[src/u8dec_pkg.sv]
// types and constants shared by the utf-8 decoder modules
package u8dec_pkg;

	// input word: one raw utf-8 byte and the end-of-string mark
	typedef struct packed {
		logic [7:0] data_byte;
		logic       string_end;
	} in_word_t;

	// output word: one decoded character
	typedef struct packed {
		logic [15:0] code_point;
		logic        malformed;
		logic        last_of_item;
	} out_word_t;

	// up to two characters produced by one byte
	typedef struct packed {
		logic      v0;
		logic      v1;
		out_word_t r0;
		out_word_t r1;
	} push_t;

	localparam logic [15:0] QMARK      = 16'h003F;
	localparam logic [15:0] MARK_VALUE = 16'hFEFF;
	localparam logic [7:0]  BOM_LEAD   = 8'hEF;

endpackage

[src/u8dec_core.sv]
// decode state and per-byte decode logic of the utf-8 decoder
module u8dec_core
	import u8dec_pkg::*;
(
	input  logic     clk,
	input  logic     arst_n,
	input  logic     fire,
	input  in_word_t word,
	output push_t    push
);

	logic [15:0] pv_q;
	logic [1:0]  rem_q;
	logic        start_q;
	logic        mark_q;

	logic [15:0] n_pv;
	logic [1:0]  n_rem;
	logic        n_mark;
	logic [7:0]  b;
	logic        str_end;
	logic        cont;
	logic        pending;
	logic        f_v;
	logic [15:0] f_cp;
	logic        f_bad;
	logic        e0_v;
	logic [15:0] e0_cp;
	logic        e0_bad;
	logic        e1_v;
	logic [15:0] e1_cp;
	logic        e1_bad;

	assign b       = word.data_byte;
	assign str_end = word.string_end;
	assign cont    = (b[7:6] == 2'b10);
	assign pending = (rem_q != 2'd0);

	// next state and emitted characters for the held byte
	always_comb begin
		n_pv   = pv_q;
		n_rem  = rem_q;
		n_mark = mark_q;
		f_v    = 1'b0;
		f_cp   = QMARK;
		f_bad  = 1'b0;
		e0_v   = 1'b0;
		e0_cp  = QMARK;
		e0_bad = 1'b0;
		e1_v   = 1'b0;
		e1_cp  = QMARK;
		e1_bad = 1'b0;
		if (pending && cont) begin
			// continuation of the pending sequence
			n_pv  = {pv_q[9:0], b[5:0]};
			n_rem = rem_q - 2'd1;
			if (n_rem == 2'd0) begin
				if (!(mark_q && n_pv == MARK_VALUE)) begin
					e0_v  = 1'b1;
					e0_cp = n_pv;
				end
				n_mark = 1'b0;
			end else if (str_end) begin
				e0_v   = 1'b1;
				e0_bad = 1'b1;
				n_rem  = 2'd0;
				n_mark = 1'b0;
			end
		end else begin
			// a pending sequence cut by a non-continuation byte
			if (pending) begin
				n_rem  = 2'd0;
				n_mark = 1'b0;
			end
			// the byte handled as fresh
			case (b) inside
				[8'h00:8'h7F]: begin
					f_v  = 1'b1;
					f_cp = {8'h00, b};
				end
				[8'h80:8'hBF]: begin
					f_v = 1'b0;
				end
				[8'hC0:8'hDF]: begin
					if (str_end) begin
						f_v   = 1'b1;
						f_bad = 1'b1;
					end else begin
						n_pv   = {11'd0, b[4:0]};
						n_rem  = 2'd1;
						n_mark = 1'b0;
					end
				end
				[8'hE0:8'hEF]: begin
					if (str_end) begin
						f_v   = 1'b1;
						f_bad = 1'b1;
					end else begin
						n_pv   = {12'd0, b[3:0]};
						n_rem  = 2'd2;
						n_mark = start_q && (b == BOM_LEAD);
					end
				end
				default: begin
					f_v   = 1'b1;
					f_bad = 1'b1;
				end
			endcase
			if (pending) begin
				e0_v   = 1'b1;
				e0_bad = 1'b1;
				e1_v   = f_v;
				e1_cp  = f_cp;
				e1_bad = f_bad;
			end else begin
				e0_v   = f_v;
				e0_cp  = f_cp;
				e0_bad = f_bad;
			end
		end
		// string end returns to string start
		if (str_end) begin
			n_pv   = 16'd0;
			n_rem  = 2'd0;
			n_mark = 1'b0;
		end
	end

	// results handed to the queue
	always_comb begin
		push.v0              = fire && e0_v;
		push.v1              = fire && e1_v;
		push.r0.code_point   = e0_cp;
		push.r0.malformed    = e0_bad;
		push.r0.last_of_item = !e1_v;
		push.r1.code_point   = e1_cp;
		push.r1.malformed    = e1_bad;
		push.r1.last_of_item = 1'b1;
	end

	// decode state
	always_ff @(posedge clk or negedge arst_n) begin
		if (!arst_n) begin
			pv_q    <= 16'd0;
			rem_q   <= 2'd0;
			start_q <= 1'b1;
			mark_q  <= 1'b0;
		end else if (fire) begin
			pv_q    <= n_pv;
			rem_q   <= n_rem;
			start_q <= str_end;
			mark_q  <= n_mark;
		end
	end

	// a second character only follows a cut sequence
	a_second_needs_first: assert property (@(posedge clk) disable iff (!arst_n)
		push.v1 |-> push.v0 && push.r0.malformed && !push.r0.last_of_item)
		else $error("second character without a malformed first");

	// the mark can only be pending inside a 3-byte sequence
	a_mark_in_seq: assert property (@(posedge clk) disable iff (!arst_n)
		mark_q |-> rem_q != 2'd0 && !start_q)
		else $error("mark candidate outside a pending sequence");

endmodule

[src/u8dec_fifo.sv]
// small result queue: up to two words in, one word out per cycle
module u8dec_fifo
	import u8dec_pkg::*;
#(
	parameter int DEPTH = 4
) (
	input  logic      clk,
	input  logic      arst_n,
	input  push_t     push,
	output logic      room2,
	output logic      out_valid,
	input  logic      out_ready,
	output out_word_t out_word
);

	localparam int PTR_W = $clog2(DEPTH);
	localparam int CNT_W = $clog2(DEPTH + 1);

	out_word_t          mem_q [DEPTH];
	logic [PTR_W-1:0]   wr_q;
	logic [PTR_W-1:0]   rd_q;
	logic [CNT_W-1:0]   cnt_q;
	logic [PTR_W-1:0]   wr_next;
	logic [PTR_W-1:0]   wr_next2;
	logic [PTR_W-1:0]   rd_next;
	logic               pop;
	logic [CNT_W-1:0]   n_push;

	function automatic logic [PTR_W-1:0] ptr_inc(input logic [PTR_W-1:0] p);
		ptr_inc = (p == PTR_W'(DEPTH - 1)) ? '0 : p + PTR_W'(1);
	endfunction

	assign wr_next   = ptr_inc(wr_q);
	assign wr_next2  = ptr_inc(wr_next);
	assign rd_next   = ptr_inc(rd_q);
	assign out_valid = (cnt_q != '0);
	assign out_word  = mem_q[rd_q];
	assign pop       = out_valid && out_ready;
	assign room2     = (cnt_q <= CNT_W'(DEPTH - 2));
	assign n_push    = CNT_W'(push.v0) + CNT_W'(push.v1);

	// storage writes
	always_ff @(posedge clk) begin
		if (push.v0) begin
			mem_q[wr_q] <= push.r0;
		end
		if (push.v1) begin
			mem_q[wr_next] <= push.r1;
		end
	end

	// pointers and fill count
	always_ff @(posedge clk or negedge arst_n) begin
		if (!arst_n) begin
			wr_q  <= '0;
			rd_q  <= '0;
			cnt_q <= '0;
		end else begin
			if (push.v1) begin
				wr_q <= wr_next2;
			end else if (push.v0) begin
				wr_q <= wr_next;
			end
			if (pop) begin
				rd_q <= rd_next;
			end
			cnt_q <= cnt_q + n_push - CNT_W'(pop);
		end
	end

	// never holds more than its depth
	a_cnt_bound: assert property (@(posedge clk) disable iff (!arst_n)
		cnt_q <= CNT_W'(DEPTH))
		else $error("result queue overflow");

	// pushes only land where room was reported
	a_push_room: assert property (@(posedge clk) disable iff (!arst_n)
		push.v0 |-> room2)
		else $error("push into a full result queue");

endmodule

[src/utf8_to_ucs2_decoder.sv]
// top level of the utf-8 to 16-bit code point decoder
// Accepts one utf-8 byte per cycle on a valid/ready channel and delivers decoded 16-bit
// characters on a second valid/ready channel. A byte is held in an input register, decoded
// by a single pass of logic against the sequence state, and its zero, one or two characters
// are written into a small result queue (Q_DEPTH words) that feeds the output port. Input
// rate is one byte per clock as long as the queue has room for two words; since the output
// port delivers one word per clock while out_ready is high, a two-character byte (a cut
// sequence followed by a fresh character) occupies the output longer. A byte is registered
// in the input register, then in the result queue, before its first character is valid.
// A leading EF BB BF at string start yields nothing, four-byte and invalid leads yield 0x3F
// flagged malformed, stray continuations are dropped, last_of_item marks a byte's final character.
module utf8_to_ucs2_decoder
	import u8dec_pkg::*;
#(
	parameter int Q_DEPTH = 4
) (
	input  logic      clk,
	input  logic      arst_n,
	input  logic      in_valid,
	output logic      in_ready,
	input  in_word_t  in_word,
	output logic      out_valid,
	input  logic      out_ready,
	output out_word_t out_word
);

	in_word_t word_s1;
	logic     valid_s1;
	logic     room2;
	logic     fire;
	push_t    push;

	// the held byte is decoded once the queue can take two words
	assign fire     = valid_s1 && room2;
	assign in_ready = !valid_s1 || room2;

	// input register
	always_ff @(posedge clk or negedge arst_n) begin
		if (!arst_n) begin
			valid_s1 <= 1'b0;
		end else if (in_ready) begin
			valid_s1 <= in_valid;
		end
	end

	always_ff @(posedge clk) begin
		if (in_ready && in_valid) begin
			word_s1 <= in_word;
		end
	end

	u8dec_core u_core (
		.clk    (clk),
		.arst_n (arst_n),
		.fire   (fire),
		.word   (word_s1),
		.push   (push)
	);

	u8dec_fifo #(
		.DEPTH (Q_DEPTH)
	) u_fifo (
		.clk       (clk),
		.arst_n    (arst_n),
		.push      (push),
		.room2     (room2),
		.out_valid (out_valid),
		.out_ready (out_ready),
		.out_word  (out_word)
	);

	// a held byte waits unchanged while the queue is short of room
	a_hold_s1: assert property (@(posedge clk) disable iff (!arst_n)
		valid_s1 && !room2 |=> valid_s1 && $stable(word_s1))
		else $error("held byte lost while stalled");

endmodule

[config.mk]
export PLATFORM = sky130hd
export DESIGN_NAME = utf8_to_ucs2_decoder
export DESIGN_NICKNAME = d
export VERILOG_FILES = /design/src/u8dec_pkg.sv /design/src/u8dec_core.sv /design/src/u8dec_fifo.sv /design/src/utf8_to_ucs2_decoder.sv
export SDC_FILE = /design/constraint.sdc
export NUM_CORES = 1
export LEC_CHECK = 0
export ABC_AREA = 1
export BUFFER_PORTS_ARGS = -buffer_cell sky130_fd_sc_hd__buf_4
export CAP_MARGIN = 20
export CORE_UTILIZATION = 40
export DETAILED_ROUTE_END_ITERATION = 8
export SLEW_MARGIN = 20
export SYNTH_ARGS = -nofsm -noshare
export SYNTH_HDL_FRONTEND = slang
export SYNTH_HIERARCHICAL = 1
export SYNTH_SLANG_ARGS = --single-unit
[constraint.sdc]
create_clock -name clk -period 3 [get_ports clk]
set_input_delay 0 -clock clk [delete_from_list [all_inputs] [get_ports clk]]
set_output_delay 0 -clock clk [all_outputs]
set_load 0.005 [all_outputs]
==> summary.md, run 1 <==
| Metric | Value |
|---|---|
| Post-DP HPWL | `9160 um` |
| Peak Freq | `0.366 GHz` |
| Top cell type's share of synthesized area | `0.397` |
| Post-synthesis simple-gate area fraction | `0.187` |
| Post-CTS Setup Bufs | `0` |
| CP startpoint | `u_fifo/cnt_q[1]$_DFF_PN0_` |
| Diodes inserted | `0` |
| IO buf count | `32` |
| Setup TNS | `0 ns` |
| Multiplexer area fraction after synthesis | `0` |
| Reg2Reg Launch Point | `u_fifo/cnt_q[1]$_DFF_PN0_` |
| Antenna violations before repair | `0` |
| Fraction of layout cells with a size suffix above 1 | `0.251` |
| Min Tclk post-route | `2.73 ns` |
| CP cell instances | `inv_1 -> ha_1 -> or2_2 -> nand2_1 -> inv_1 -> nand2_1 -> a21oi_1 -> inv_1 -> ha_1 -> inv_1 -> fa_1 -> fa_1 -> xnor2_1` |
| Grt ovf | `0` |
| Main area contributors after synthesis | `edfxtp_1 40%, o21ai_2 12%, nand2_1 11%` |
| Seq/Total Area, Yosys | `0.487` |
| Worst Reg-to-Reg Cells | `13` |
| Seq cells post-synth | `103` |
| Die Ht | `126 um` |
| Final period util | `0.911` |
| Worst Path Required | `3.24 ns` |
| CP Max Fanout | `9` |
| Die area | `15800 sq um` |
| Setup violators final | `0` |
| Setup Skew | `0.00735 ns` |
| Unrepaired setup endpoints after global routing | `no` |
| Synth Area in XOR/XNOR | `0.00143` |
| R2R Setup Slk | `0.27 ns` |
| Setup crit end | `u_fifo/cnt_q[2]$_DFF_PN0_` |
| Cell Area, Synth | `6120 sq um` |
| Main combinational cell family by area after synthesis | `simple AND/OR/NAND/NOR gates` |
| Post-Route WL | `13000 um` |
| Post-synthesis compound-gate area fraction | `0.181` |
| First-pass iteration count of the detailed router | `5` |
| CP peak stage delay | `0.39 ns` |
| First-pass GRT wire length | `21700 um` |
| Syn avg cell area | `9.39 sq um` |
| CP max stage cell | `dfrtp_1` |
| Ys Warns | `6` |
| Peak supply drop | `467 uV` |
| Vias | `4331` |
| Final Max Tran Viols | `0` |
| Vias per cell | `4.93` |
| Largest net degree at the start of global routing | `52` |
| Tightest Pin Transition | `0.858 ns` |
| Leak pwr | `2.86 nW` |
| Status | `completed` |
| Startpoint types | `flop` |
| Row Count | `44` |
| H-tree depth | `3` |
| Vias in the first global route | `4155` |
| Mapped Cells | `652` |
| DRC Markers | `0` |
| Worst-path clk slew | `0.07 ns` |
| CTS tree | `done` |
| CP arrival | `2.97 ns` |
| Nets | `714` |
| Iteration-0 DRC Markers | `310` |
| Clk buf depth | `2` |
| Initial Util | `0.415` |
| Synth cell types | `31` |
| Routed len/inst | `14.8 um` |
| Gates resized, CTS repair | `0` |
| Max Cap Viol | `0` |
| Core Util, Final | `0.461` |
| Routability Congestion | `0.854` |
| Crit path top cell by count | `inv_1` |
| CP endpoint kind | `flop` |
| Yosys top cell by area | `edfxtp_1` |
| Routed Antenna Nets | `0` |
| Root Driver | `clkbuf_16` |
| Hold Crit Class | `primary input to asynchronous set/reset pin` |
| CTS buffer count | `9` |
| Cts hold-fix bufs | `12` |
| Hold Fails Final Rpt | `0` |
| Clock latency reported for the late side of the worst-skew pair | `0.35 ns` |
| R2R Path End | `u_fifo/cnt_q[2]$_DFF_PN0_` |
| GRT Total Usage | `0.176` |
| Layout fillers | `1414` |
| CTS sink count | `103` |
| Die Width | `126 um` |
| CP Class | `flop to flop` |
| Core area | `14800 sq um` |
| Boundary pin count | `33` |
| Relative slew slack | `0.428` |
| Power density of the placed cells | `854 nW/um^2` |
| P&R area growth vs syn | `11.1%` |
| Adder-cell area share of the yosys netlist | `0.0270` |
## cell type report
class	count	area [sq um]	area share
Sequential cell	103	2990	0.439
Multi-Input combinational cell	425	2470	0.363
Timing Repair Buffer	60	505	0.0743
Inverter	90	348	0.0511
Tap cell	184	230	0.0338
Clock buffer	10	229	0.0336
Clock inverter	6	37.5	0.00552
## per-stage QoR
stage / worst slack, ns / total power [mW] / std cells / hold WS (ns) / area (sq um)
2_1_floorplan: 0.346 / 4.03 / 660 / -0.296 / 6150
3_5_place_dp: 0.262 / 4.81 / 850 / -0.0857 / 6420
4_1_cts: 0.236 / 5.90 / 878 / 0.0747 / 6810
6_report: 0.268 / 5.81 / 878 / 0.0715 / 6810
3_3_place_gp: 0.341 / 4.75 / 850 / -0.0834 / 6420
5_1_grt: 0.0482 / 6.27 / 878 / 0.0952 / 6810
## worst max-delay path: cells and delay by family, from the launching register on
family	cells	cell delay, ns
buf+inv	4	0.49
xor+xnor	1	0.13
flops	1	0.39
compound gates	1	0.17
simple gates	3	0.24
fa+ha+maj	4	1.19
## where the power goes
| part | internal, mW | switching, mW |
|---|---|---|
| Sequential | 2.00 | 0.259 |
| Combinational | 0.974 | 1.51 |
| Clock | 0.558 | 0.507 |
## state kept, by name, indices dropped and copies added (netlist names)
register,count
u_fifo/cnt_q,3
u_fifo/wr_q,2
valid_s1,1
u_core/rem_q,2
u_core/mark_q,1
u_fifo/mem_q,72
word_s1,9
u_core/pv_q,10
u_core/start_q,1
u_fifo/rd_q,2
## cells in the final DEF, fill, tap and decap left out, types with 2 or more instances in the layout
cell type / instances
nand4_1: 2
clkinvlp_4: 2
buf_4: 46
edfxtp_1: 81
nor2_1: 27
fa_1: 2
ha_1: 10
o211ai_1: 37
o21ai_0: 18
dlygate4sd3_1: 12
dfrtp_1: 20
buf_12: 2
nand2_4: 3
nand3_1: 11
nor3_1: 11
o21ai_2: 82
inv_1: 85
nand2_1: 186
clkinv_2: 2
clkbuf_16: 9
nand2_2: 13
a21oi_1: 4
conb_1: 10
nand2_8: 4
inv_2: 3
## synthesized netlist by cell type (all sizes together)
cell	instances
o211ai	37
nor2	28
o21ai	101
fa	2
inv	90
nand2	206
xnor2	1
dfrtp	21
dfstp	1
clkbuf	1
conb	2
nor3	11
edfxtp	81
nand3	12
a21oi	4
or2	1
ha	10
nand4	2
buf	41
## layer usage
layer  vias up  wire (um)  track usage  part of all wire
met5         -          0            0                 0
met4         0        179       0.0524             0.014
met3        14        455       0.0323             0.035
met2        81       6350        0.293              0.49
met1      2027       6040        0.234              0.46
li1       2209          -            -                 -
## cell families (layout without fill, tap and decap cells)
group           count (synthesis)  count (layout)
other cells                     2              10
buf+inv                       132             166
compound gates                142             142
flops                         103             103
fa+ha+maj                      12              12
simple gates                  260             260
xor+xnor                        1               1
## worst min-delay path by stage
| stage | start | to |
|---|---|---|
| final | arst_n | u_core/pv_q[4]$_DFFE_PN0P_ |
| after global routing | arst_n | u_core/pv_q[4]$_DFFE_PN0P_ |
| after CTS | arst_n | u_core/pv_q[4]$_DFFE_PN0P_ |
| after detailed placement | arst_n | u_core/pv_q[4]$_DFFE_PN0P_ |
| after global placement | arst_n | u_core/pv_q[5]$_DFFE_PN0P_ |
| after floorplan | arst_n | u_core/mark_q$_DFFE_PN0P_ |
(Power assumes the default switching activity.)
==> run 2: changes to the inputs <==
==> constraint.sdc (replaced) <==
create_clock -name clk -period 3.5 [get_ports clk]
set_input_delay 0 -clock clk [delete_from_list [all_inputs] [get_ports clk]]
set_output_delay 0 -clock clk [all_outputs]
set_load 0.005 [all_outputs]
==> summary.md, run 2 (synthesized netlist as in run 1, its figures left out) <==
| Metric | Value |
|---|---|
| Iteration-0 DRC Markers | `190` |
| Top Family by Delay on Critical Path | `adder cells` |
| Crit path top cell by count | `inv_1` |
| Place WS | `0.423 ns` |
| Final Max Tran Viols | `0` |
| Vias | `4308` |
| Boundary pin count | `33` |
| IO buf count | `32` |
| Root Driver | `clkbuf_16` |
| Unrepaired setup endpoints after global routing | `no` |
| Final Power | `5.02 mW` |
| Peak supply drop | `344 uV` |
| Placed insts | `843` |
| CP arrival | `3.30 ns` |
| Setup violators final | `0` |
| Fraction of layout cells with a size suffix above 1 | `0.245` |
| Status | `completed` |
| Area of the multi-input gates | `2470 sq um` |
| Final instance count without filler cells | `871` |
| Tightest Pin Transition | `0.898 ns` |
| Max reg flops | `72` |
| Startpoint types | `flop` |
| Core area | `14800 sq um` |
| Largest net degree at the start of global routing | `67` |
| Relative slew slack | `0.402` |
| Largest registers | `u_fifo/mem_q: 72 flops, u_core/pv_q: 10 flops, word_s1: 9 flops` |
| First-pass iteration count of the detailed router | `7` |
| Post-CTS Setup Bufs | `0` |
| CTS tree | `done` |
| First-pass GRT wire length | `20900 um` |
| Antenna violations before repair | `0` |
| Diodes inserted | `0` |
| CP peak stage delay | `0.43 ns` |
| Most common cell after layout, fill and taps aside | `nand2_1` |
| Most frequent cells in the layout | `186 x nand2_1, 85 x inv_1, 82 x o21ai_2` |
| Worst Path Required | `3.74 ns` |
| Clk buf depth | `2` |
| Vias in the first global route | `4074` |
| Routability Congestion | `0.832` |
| Grt ovf | `0` |
| Worst-path clk slew | `0.07 ns` |
| Row Count | `44` |
| Sequential cell area | `2990 sq um` |
| Layout fillers | `1431` |
| Setup Skew | `0.00740 ns` |
| Final period util | `0.875` |
| CP max stage cell | `ha_1` |
| Hold Crit Class | `primary input to asynchronous set/reset pin` |
| Routed len/inst | `14.4 um` |
| CP endpoint kind | `flop` |
| Max Cap Viol | `0` |
| H-tree depth | `3` |
| Initial Util | `0.415` |
| CP Buf/Inv Count | `4` |
| Power density of the placed cells | `743 nW/um^2` |
| Peak Freq | `0.326 GHz` |
| Clock latency reported for the late side of the worst-skew pair | `0.35 ns` |
| Die Width | `126 um` |
| Post-DP HPWL | `8670 um` |
| CTS sink count | `103` |
| Biggest register | `u_fifo/mem_q` |
| R2R Setup Slk | `0.44 ns` |
| CP Class | `flop to flop` |
| CP cell instances | `inv_1 -> ha_1 -> inv_8 -> nand3_4 -> nor2_1 -> a21oi_1 -> inv_1 -> ha_1 -> inv_1 -> fa_1 -> fa_1 -> xnor2_1` |
| CTS buffer count | `9` |
| Hold Fails Final Rpt | `0` |
| DRC Markers | `0` |
| Setup TNS | `0 ns` |
| Vias per cell | `4.95` |
| GRT Total Usage | `0.171` |
| P&R area growth vs syn | `10.4%` |
| Routed Antenna Nets | `0` |
| Die Ht | `126 um` |
| Post-Route WL | `12500 um` |
| Die area | `15800 sq um` |
| Min Tclk post-route | `3.06 ns` |
| Leak pwr | `2.83 nW` |
| Worst setup margin | `0.437 ns` |
| CP Max Fanout | `9` |
| Nets | `707` |
## run 2: cell types whose count changed in the layout (fill, tap and decap cells not counted), sizes merged
cell / previous run / this run
buf: 48 / 41
clkinv: 4 / 2
clkbuf: 10 / 9
inv: 90 / 92
bufinv: 0 / 1
## run 2: report_power, final
part / internal (mW) / switching (mW) / total (mW)
combinational: 0.805 / 1.26 / 2.07
clock: 0.556 / 0.452 / 1.01
sequential: 1.72 / 0.230 / 1.95
total: 3.08 / 1.94 / 5.02
## run 2: timing repair
action | in CTS | in global routing
endpoints found under the setup margin | 0 | 0
resized for setup | 0 | 0
hold endpoints to repair | 34 | 0
hold buffers | 12 | 0
## run 2: per-layer routing
metal	global-route usage	vias up	wire length, um
met2	0.284	87	6080
met1	0.224	2015	5830
met3	0.0263	15	429
met4	0.0660	0	204
met5	0	-	0
li1	-	2191	-
## run 2: worst register-to-register path: stages, from the launching register on
cell and delay (ns):
dfrtp_1 0.39, inv_1 0.08, ha_1 0.43, inv_8 0.08
nand3_4 0.13, nor2_1 0.05, a21oi_1 0.41, inv_1 0.12
ha_1 0.30, inv_1 0.05, fa_1 0.39, fa_1 0.39
xnor2_1 0.14
## run 2: path summary, 6_finish.rpt
path,start,endpoint,cells after the start
worst min register to register,u_core/rem_q[1]$_DFFE_PN0P_,u_core/rem_q[1]$_DFFE_PN0P_,2
max in group asynchronous,arst_n,u_core/start_q$_DFFE_PN1P_,2
worst max register to register,u_core/rem_q[0]$_DFFE_PN0P_,u_fifo/cnt_q[2]$_DFF_PN0_,12
worst max-delay path,u_core/rem_q[0]$_DFFE_PN0P_,u_fifo/cnt_q[2]$_DFF_PN0_,12
min in group clk,in_word[6],word_s1[6]$_DFFE_PP_,2
worst min-delay path,arst_n,u_core/pv_q[4]$_DFFE_PN0P_,2
## run 2: cell type report
class	instances	area share
inverter	90	0.0515
clock inverter	7	0.0105
timing repair buffer	53	0.0633
multi-input combinational	425	0.365
sequential	103	0.442
clock buffer	9	0.0333
tap	184	0.0341
## run 2: through the flow
stage | instance area (sq um) | hold WS [ns] | util
final | 6760 | 0.0705 | 0.458
after global routing | 6760 | 0.108 | 0.458
after CTS | 6760 | 0.0734 | 0.458
after detailed placement | 6340 | -0.0847 | 0.430
after global placement | 6340 | -0.0899 | 0.430
after floorplan | 6150 | -0.296 | -
==> run 3: changes to the inputs <==
==> constraint.sdc (replaced) <==
create_clock -name clk -period 3.5 [get_ports clk]
set_input_delay 0.7 -clock clk [delete_from_list [all_inputs] [get_ports clk]]
set_output_delay 0.7 -clock clk [all_outputs]
set_load 0.005 [all_outputs]
==> summary.md, run 3 (synthesized netlist as in run 1, its figures left out) <==
| Metric | Value |
|---|---|
| Clock latency reported for the late side of the worst-skew pair | `0.35 ns` |
| Fraction of layout cells with a size suffix above 1 | `0.249` |
| Flop pwr share | `0.376` |
| Cts hold-fix bufs | `0` |
| Peak supply drop | `413 uV` |
| CP max stage cell | `ha_1` |
| Worst Path Required | `3.74 ns` |
| CP Class | `flop to flop` |
| Routed len/inst | `15.0 um` |
| Setup Skew | `0.00553 ns` |
| Power density of the placed cells | `760 nW/um^2` |
| Iteration-0 DRC Markers | `185` |
| Routability Congestion | `0.836` |
| Most common cell after layout, fill and taps aside | `nand2_1` |
| Min Tclk post-route | `3.02 ns` |
| Relative slew slack | `0.420` |
| Post-Route WL | `12900 um` |
| H-tree depth | `3` |
| CP arrival | `3.26 ns` |
| Boundary pin count | `33` |
| Gates resized, CTS repair | `0` |
| CP peak stage delay | `0.44 ns` |
| Leak pwr | `2.80 nW` |
| P&R area growth vs syn | `8.73%` |
| Sequential cell area | `2990 sq um` |
| Met3 WL | `453 um` |
| Post-CTS Setup Bufs | `0` |
| Die area | `15800 sq um` |
| Status | `completed` |
| Worst-path clk slew | `0.07 ns` |
| M1 WL | `5970 um` |
| CP Max Fanout | `9` |
| Row Count | `44` |
| IO buf count | `32` |
| Largest registers | `u_fifo/mem_q: 72 flops, u_core/pv_q: 10 flops, word_s1: 9 flops` |
| Internal | `3.09 mW` |
| Max Cap Viol | `0` |
| Vias | `4206` |
| Switch Pwr | `1.97 mW` |
| Vias in the first global route | `4066` |
| Most frequent cells in the layout | `186 x nand2_1, 85 x inv_1, 82 x o21ai_2` |
| Tightest Pin Transition | `0.870 ns` |
| CP endpoint kind | `flop` |
| Routed Antenna Nets | `0` |
| GRT Total Usage | `0.176` |
| Area of the multi-input gates | `2470 sq um` |
| Crit path top cell by count | `inv_1` |
| Unrepaired setup endpoints after global routing | `no` |
| Initial Util | `0.415` |
| CP cell instances | `inv_1 -> ha_1 -> inv_8 -> nand3_4 -> nor2_1 -> a21oi_1 -> inv_1 -> ha_1 -> inv_1 -> fa_1 -> fa_1 -> xnor2_1` |
| Nets | `696` |
| Post-DP HPWL | `8770 um` |
| DRC Markers | `0` |
| Combinational Power Share | `0.421` |
| Place WS | `0.482 ns` |
| Final Max Tran Viols | `0` |
| CTS buffer count | `9` |
| Clk buf depth | `2` |
| Startpoint types | `flop` |
| Layout fillers | `1397` |
| Biggest register | `u_fifo/mem_q` |
| Die Width | `126 um` |
| First-pass iteration count of the detailed router | `4` |
| Core area | `14800 sq um` |
| CTS tree | `done` |
| Clk pwr share | `0.203` |
| First-pass GRT wire length | `21300 um` |
| Antenna violations before repair | `0` |
| Diodes inserted | `0` |
| Setup violators final | `0` |
| Worst setup margin | `0.476 ns` |
| WL met2 | `6210 um` |
| Setup TNS | `0 ns` |
| Die Ht | `126 um` |
| Highest routing layer actually used | `met4` |
| Root Driver | `clkbuf_16` |
| Vias per cell | `4.89` |
| Hold Crit Class | `primary input to asynchronous set/reset pin` |
| Largest net degree at the start of global routing | `43` |
| CTS sink count | `103` |
| Max reg flops | `72` |
| Switching share of power | `0.389` |
| Peak Freq | `0.331 GHz` |
| Final period util | `0.864` |
| Grt ovf | `0` |
| Hold Fails Final Rpt | `0` |
-- run 3: metal layers --
metal | GRT usage | vias up
met5 | 0 | -
met1 | 0.222 | 1950
li1 | - | 2169
met2 | 0.298 | 69
met4 | 0.0796 | 0
met3 | 0.0255 | 18
-- run 3: final cells by class --
cell class | count | area share
clock inverters | 6 | 0.0101
flip-flops and latches | 103 | 0.448
well taps | 184 | 0.0346
clock buffers | 10 | 0.0344
repair buffers | 42 | 0.0492
multi-input cells | 425 | 0.371
inverters | 90 | 0.0522
-- run 3: worst max-delay path, delay by kind of cell, from the launching register on --
| kind | cells | cell delay, ns |
|---|---|---|
| AOI/OAI and AO/OA | 1 | 0.35 |
| DFF | 1 | 0.39 |
| xor gates and xnor gates | 1 | 0.14 |
| buffers and inverters | 4 | 0.33 |
| adders and majority gates | 4 | 1.51 |
| and+or+nand+nor | 2 | 0.18 |
-- run 3: final timing paths --
check	startpoint	end	slack [ns]	depth (start not counted)
worst max-delay path	u_core/rem_q[0]$_DFFE_PN0P_	u_fifo/cnt_q[2]$_DFF_PN0_	0.48	12
worst min-delay path	arst_n	u_core/pv_q[1]$_DFFE_PN0P_	0.24	1
worst max register to register	u_core/rem_q[0]$_DFFE_PN0P_	u_fifo/cnt_q[2]$_DFF_PN0_	0.48	12
worst min register to register	u_core/rem_q[1]$_DFFE_PN0P_	u_core/rem_q[1]$_DFFE_PN0P_	0.48	2
max in group asynchronous	arst_n	u_core/start_q$_DFFE_PN1P_	2.97	1
min in group clk	u_core/rem_q[1]$_DFFE_PN0P_	u_core/rem_q[1]$_DFFE_PN0P_	0.48	2
-- run 3: stage by stage --
step	utilization	std cells	cell area [sq um]	hold slack (ns)	total power [mW]
floorplan	-	660	6150	0.404	3.45
global placement	0.431	844	6360	0.466	4.03
detailed placement	0.431	844	6360	0.467	4.09
CTS	0.451	860	6660	0.243	5.13
global route	0.451	860	6660	0.261	5.46
finish	0.451	860	6660	0.240	5.06
-- run 3: power groups by stage --
stage | Clock [mW] | Sequential (mW) | Combinational [mW]
finish | 1.03 | 1.90 | 2.13
global route | 1.10 | 1.94 | 2.42
CTS | 1.05 | 1.90 | 2.18
detailed placement | 0 | 1.93 | 2.16
global placement | 0 | 1.91 | 2.12
floorplan | 0 | 1.84 | 1.61
